**config.mk**
```make
export PLATFORM = sky130hd
export DESIGN_NAME = rdc_ctrl
export DESIGN_NICKNAME = d
export VERILOG_FILES = /design/src/rtl/core/rdc_pkg.sv /design/src/rtl/core/rdc_ctrl.sv
export SDC_FILE = /design/constraint.sdc
export NUM_CORES = 1
export LEC_CHECK = 0
export BUFFER_PORTS_ARGS = -buffer_cell sky130_fd_sc_hd__buf_4
export CAP_MARGIN = 20
export CORE_AREA = 2 2 39 41
export DETAILED_ROUTE_END_ITERATION = 12
export DIE_AREA = 0 0 41 43
export GPL_ROUTABILITY_DRIVEN = 0
export SLEW_MARGIN = 0
export SYNTH_ARGS = -nofsm -noshare
export SYNTH_HDL_FRONTEND = slang
export SYNTH_SLANG_ARGS = --single-unit
```
**constraint.sdc**
```tcl
create_clock -name clk -period 1.65 [get_ports clk]
set_clock_uncertainty 0.15 [all_clocks]
set_input_delay 0.165 -clock clk [delete_from_list [all_inputs] [get_ports clk]]
set_output_delay 0.165 -clock clk [all_outputs]
set_load 0.05 [all_outputs]
```
**src/rtl/core/rdc_pkg.sv**
```systemverilog
// rdc_pkg: shared constants, types and tables of the radix digit conversion unit.
// Used by rdc_ctrl, rdc_datapath and radix_digit_conversion_unit; no dependencies.
package rdc_pkg;

  localparam int IN_DIGITS  = 8;
  localparam int OUT_DIGITS = 19;

  localparam int SRC_W   = 27;
  localparam int VAL_W   = 27;
  localparam int DIG_W   = 4;
  localparam int RES_W   = 64;
  localparam int BASE_W  = 4;
  localparam int TDATA_IN_W = 32;
  localparam int CNT_W   = $clog2(OUT_DIGITS + 1);
  localparam int PROD_W  = 2 * VAL_W;

  // src / 10 = (src * DIV10_M) >> DIV10_SH, exact for 32-bit src
  localparam logic [31:0] DIV10_M  = 32'hCCCC_CCCD;
  localparam int          DIV10_SH = 35;
  localparam int          P10_W    = SRC_W + 32;

  localparam logic [BASE_W-1:0] BASE_MIN = 4'd2;
  localparam logic [BASE_W-1:0] BASE_MAX = 4'd10;
  localparam logic [BASE_W-1:0] BASE_FROM_RST = 4'd10;
  localparam logic [BASE_W-1:0] BASE_TO_RST   = 4'd2;

  localparam logic REG_BASE_FROM = 1'b0;
  localparam logic REG_BASE_TO   = 1'b1;

  typedef enum logic [2:0] {
    S_IDLE,
    S_EXTRACT,
    S_HORNER,
    S_MUL,
    S_FIX,
    S_DONE
  } state_t;

  typedef struct packed {
    logic load;
    logic extract;
    logic horner;
    logic out_init;
    logic mul;
    logic acc;
    logic fix;
    logic cnt_clr;
    logic cnt_inc;
    logic emit;
  } cmd_t;

  typedef struct packed {
    logic cnt_in_last;
    logic cnt_out_done;
    logic bad;
    logic v_zero;
    logic out_free;
  } status_t;

  function automatic logic [BASE_W-1:0] clamp_base(input logic [BASE_W-1:0] b);
    logic [BASE_W-1:0] r;
    if (b < BASE_MIN) begin
      r = BASE_MIN;
    end else if (b > BASE_MAX) begin
      r = BASE_MAX;
    end else begin
      r = b;
    end
    return r;
  endfunction

  // floor(2^VAL_W / b); quotient estimate is low by at most one
  function automatic logic [VAL_W-1:0] recip_of(input logic [BASE_W-1:0] b);
    logic [VAL_W-1:0] r;
    case (b)
      4'd2:    r = 27'd67108864;
      4'd3:    r = 27'd44739242;
      4'd4:    r = 27'd33554432;
      4'd5:    r = 27'd26843545;
      4'd6:    r = 27'd22369621;
      4'd7:    r = 27'd19173961;
      4'd8:    r = 27'd16777216;
      4'd9:    r = 27'd14913080;
      default: r = 27'd13421772;
    endcase
    return r;
  endfunction

endpackage

```
**src/rtl/core/rdc_ctrl.sv**
```systemverilog
// rdc_ctrl: sequencer of the radix digit conversion unit.
// Issues rdc_pkg::cmd_t to rdc_datapath and reads back rdc_pkg::status_t.
module rdc_ctrl (
  input  logic             clk,
  input  logic             rst,
  input  logic             in_valid,
  output logic             in_ready,
  input  rdc_pkg::status_t status,
  output rdc_pkg::cmd_t    cmd
);

  rdc_pkg::state_t state;
  rdc_pkg::state_t state_next;

  always_ff @(posedge clk) begin
    if (rst) begin
      state <= rdc_pkg::S_IDLE;
    end else begin
      state <= state_next;
    end
  end

  always_comb begin
    state_next = state;
    case (state)
      rdc_pkg::S_IDLE: begin
        if (in_valid) state_next = rdc_pkg::S_EXTRACT;
      end
      rdc_pkg::S_EXTRACT: begin
        if (status.cnt_in_last) state_next = rdc_pkg::S_HORNER;
      end
      rdc_pkg::S_HORNER: begin
        if (status.bad) begin
          state_next = rdc_pkg::S_DONE;
        end else if (status.cnt_in_last) begin
          state_next = rdc_pkg::S_MUL;
        end
      end
      rdc_pkg::S_MUL: begin
        if (status.v_zero || status.cnt_out_done) begin
          state_next = rdc_pkg::S_DONE;
        end else begin
          state_next = rdc_pkg::S_FIX;
        end
      end
      rdc_pkg::S_FIX: begin
        state_next = rdc_pkg::S_MUL;
      end
      rdc_pkg::S_DONE: begin
        if (status.out_free) state_next = rdc_pkg::S_IDLE;
      end
      default: state_next = rdc_pkg::S_IDLE;
    endcase
  end

  always_comb begin
    cmd      = '0;
    in_ready = 1'b0;
    case (state)
      rdc_pkg::S_IDLE: begin
        in_ready = 1'b1;
        cmd.load = in_valid;
      end
      rdc_pkg::S_EXTRACT: begin
        cmd.extract = 1'b1;
        cmd.cnt_inc = !status.cnt_in_last;
        cmd.cnt_clr = status.cnt_in_last;
      end
      rdc_pkg::S_HORNER: begin
        if (!status.bad) begin
          cmd.horner   = 1'b1;
          cmd.cnt_inc  = !status.cnt_in_last;
          cmd.cnt_clr  = status.cnt_in_last;
          cmd.out_init = status.cnt_in_last;
        end
      end
      rdc_pkg::S_MUL: begin
        cmd.acc = 1'b1;
        cmd.mul = !(status.v_zero || status.cnt_out_done);
      end
      rdc_pkg::S_FIX: begin
        cmd.fix     = 1'b1;
        cmd.cnt_inc = 1'b1;
      end
      rdc_pkg::S_DONE: begin
        cmd.emit = status.out_free;
      end
      default: begin
        cmd = '0;
      end
    endcase
  end

endmodule

```
==> flow_summary_export.csv <==
group,metric,value,unit
timing,relSlewSlack,82.0,%
floorplanning,coreArea,1380,um^2
run,maxCapViolCount,0,
logic_synthesis,yosysSeqAreaShare,21.1,%
setup_path,r2r-end,"state[0]",
run_status,status,"finished, final reports clean",
final_layout,largest_register_ffs,3,
floorplanning,die_w,41,um
route,wl_per_cell,11.4,um
setup_path,cp.arrival,1.33,ns
clocking,cts.clk_slew.worst_paths,0.04,ns
final_layout,syn_to_final_growth,133,%
setup_path,ff2ff_path_depth,5,
logic_synthesis,yosys_register_bits,3,
floorplanning,io_pins,19,
logic_synthesis,ys_warn_count,0,
global_route,grt_pass1_wl,1500,um
worst_hold_path,hp-class,"input pin to register",
power,p_leak,0.298,nW
timing,final.period_utilization,99.7,%
setup_path,crit_fanout,5,
logic_synthesis,syn_area,285,um^2
final_layout,drive_above_1_share,67.1,%
floorplanning,rows,14,
timing,period_needed,1.65,ns
route,ant_nets,0,
final_layout,fillers,134,
setup_path,start_kind,"register",
floorplanning,die_area,1760,um^2
clocking,cts_inserted_buffers,3,
logic_synthesis,synth.area.top_cells,"dfxtp_1 21%, nor3_1 7.0%, o21ai_0 7.0%, nor2_1 6.6%, a31oi_1 4.4%",
worst_hold_path,hp-start,"status[0]",
global_route,grt_max_degree,9,
route,wl,978,um
route,drtIter0Drc,9,
floorplanning,die_h,43,um
route,drt-vias-per-instance,4.69,
final_layout,fin_util,48.1,%
final_layout,antenna_cells,0,
clocking,cts.sinks,3,
setup_path,required,1.33,ns
final_layout,biggestRegsByFlops,"state: 3 flops",
power,power.density,1780,nW/um^2
route,drtPass1Iterations,4,
clocking,cts-root-buf,"clkbuf_4",
clocking,cts_tree,"done",
clocking,htreeDepth,1,
final_layout,regMostFlops,"state",
setup_path,end_kind,"primary output",
placed_design,post-dp-hpwl,694,um
final_layout,nets,79,
timing,rsz0062_at_grt,"true",
logic_synthesis,yosys.area.top_type,"dfxtp_1",
timing,finalSetupViolCount,0,
global_route,grt_pass1_vias,375,
logic_synthesis,ys_types,24,
placed_design,io_buffers,18,
timing,tightest_slew,0.267,ns
global_route,grt.overflow.total,0,
setup_path,worstSetupEndpoint,"cmd[1]",
logic_synthesis,netlist_instances,40,
global_route,grt_usage,12.3,%
clocking,clock_latency,0.24,ns
setup_path,reg2reg_slack,0.18,ns
setup_path,reg2reg_from,"state[0]",
timing,slew_violations,0,
logic_synthesis,syn-num-nets,48,
global_route,antenna_found_initial,0,
setup_path,path_class,"register to primary output",
floorplanning,initial_utilization,20.6,%
power,total_power,1.18,mW
timing,report.final.hold_viol_count,0,
logic_synthesis,synth.avg_cell_area,7.13,um^2
power,peakVddDrop,0.796,mV
route,vias,403,
clocking,clock_path_buffers,2,
timing,fmax,0.608,GHz
setup_path,crit_start,"state[1]",
logic_synthesis,synth_top_area_share,21.1,%
route,drc,0,
worst min-delay path by stage:
stage,endpoint,slack (ns),depth (start not counted)
floorplan,state[2],0.09,1
global placement,state[2],0.22,2
detailed placement,state[2],0.21,2
CTS,state[2],0.14,4
global route,state[2],0.18,4
finish,state[2],0.15,4
final cells by class:
| type | count | area (um^2) | share of cell area, % |
|---|---|---|---|
| tap | 16 | 20.0 | 3.01 |
| inverter | 3 | 11.3 | 1.69 |
| clock buffer | 4 | 26.3 | 3.95 |
| timing repair buffer | 29 | 246 | 37.0 |
| multi-input combinational | 31 | 290 | 43.6 |
| sequential | 3 | 71.3 | 10.7 |
metal layers:
layer | track usage (%) | vias to the layer above | share of wire [%]
met5 | 0 | - | 0
met4 | 2.00 | 0 | 0
met3 | 4.71 | 0 | 11
met2 | 18.1 | 22 | 49
met1 | 17.0 | 178 | 40
li1 | - | 203 | -
cell usage in the layout (no fill, tap or decap), types with 2 or more instances in the layout:
cell type	n
buf_4	24
nor2_1	5
o21ai_0	4
inv_1	3
nor3_4	3
clkbuf_4	3
buf_8	3
dfxtp_4	3
nor3b_4	2
a31oi_1	2
power breakdown:
group          internal (mW)  leakage (nW)  total [mW]  switching (mW)
clock network         0.0909        0.0150       0.133          0.0426
logic                  0.380         0.256       0.889           0.509
registers              0.111        0.0267       0.161          0.0506
total                  0.582         0.298        1.18           0.602
through the flow:
stage                     TNS, ns  setup WS, ns  area (um^2)  hold WS [ns]  instances
after floorplan            -0.159       -0.0786          375        0.0874         40
after global placement          0         0.123          538         0.215         76
after detailed placement        0        0.0949          538         0.213         76
after CTS                 -0.0206       -0.0206          621         0.138         83
after global routing      -0.0849       -0.0576          666         0.184         86
final                           0       0.00473          666         0.152         86
what timing repair did:
action,CTS,global route
pin swaps,2,4
hold endpoints to repair,1,0
cloned,0,0
endpoints found under the setup margin,7,4
buffers inserted,2,3
gates resized for setup,10,6
hold buffers,1,0
cell families after synthesis:
group,share of synthesized area (%)
compound gates,22.4
buf+inv,12.3
flops,21.1
mux,3.51
simple gates,40.8
critical path, stage by stage (launching register included):
cell and delay, ns:
dfxtp_4 0.37, nor3b_4 0.16, o21ai_2 0.13, or2b_4 0.28
buf_8 0.15
Yosys cell counts:
| library cell | number |
|---|---|
| a221o_1 | 1 |
| a31oi_1 | 2 |
| and2_1 | 2 |
| and3_1 | 1 |
| buf_2 | 1 |
| buf_4 | 1 |
| buf_6 | 1 |
| dfxtp_1 | 3 |
| inv_1 | 3 |
| mux2i_1 | 1 |
| nand2_1 | 1 |
| nand2b_1 | 1 |
| nor2_1 | 5 |
| nor2b_1 | 1 |
| nor3_1 | 4 |
| nor3b_1 | 1 |
| nor3b_2 | 1 |
| nor4_1 | 1 |
| o21a_1 | 1 |
| o21ai_0 | 4 |
| o21ai_1 | 1 |
| o311ai_0 | 1 |
| or2b_1 | 1 |
| or3b_1 | 1 |
Note: power is estimated with default switching activity, not from simulation.
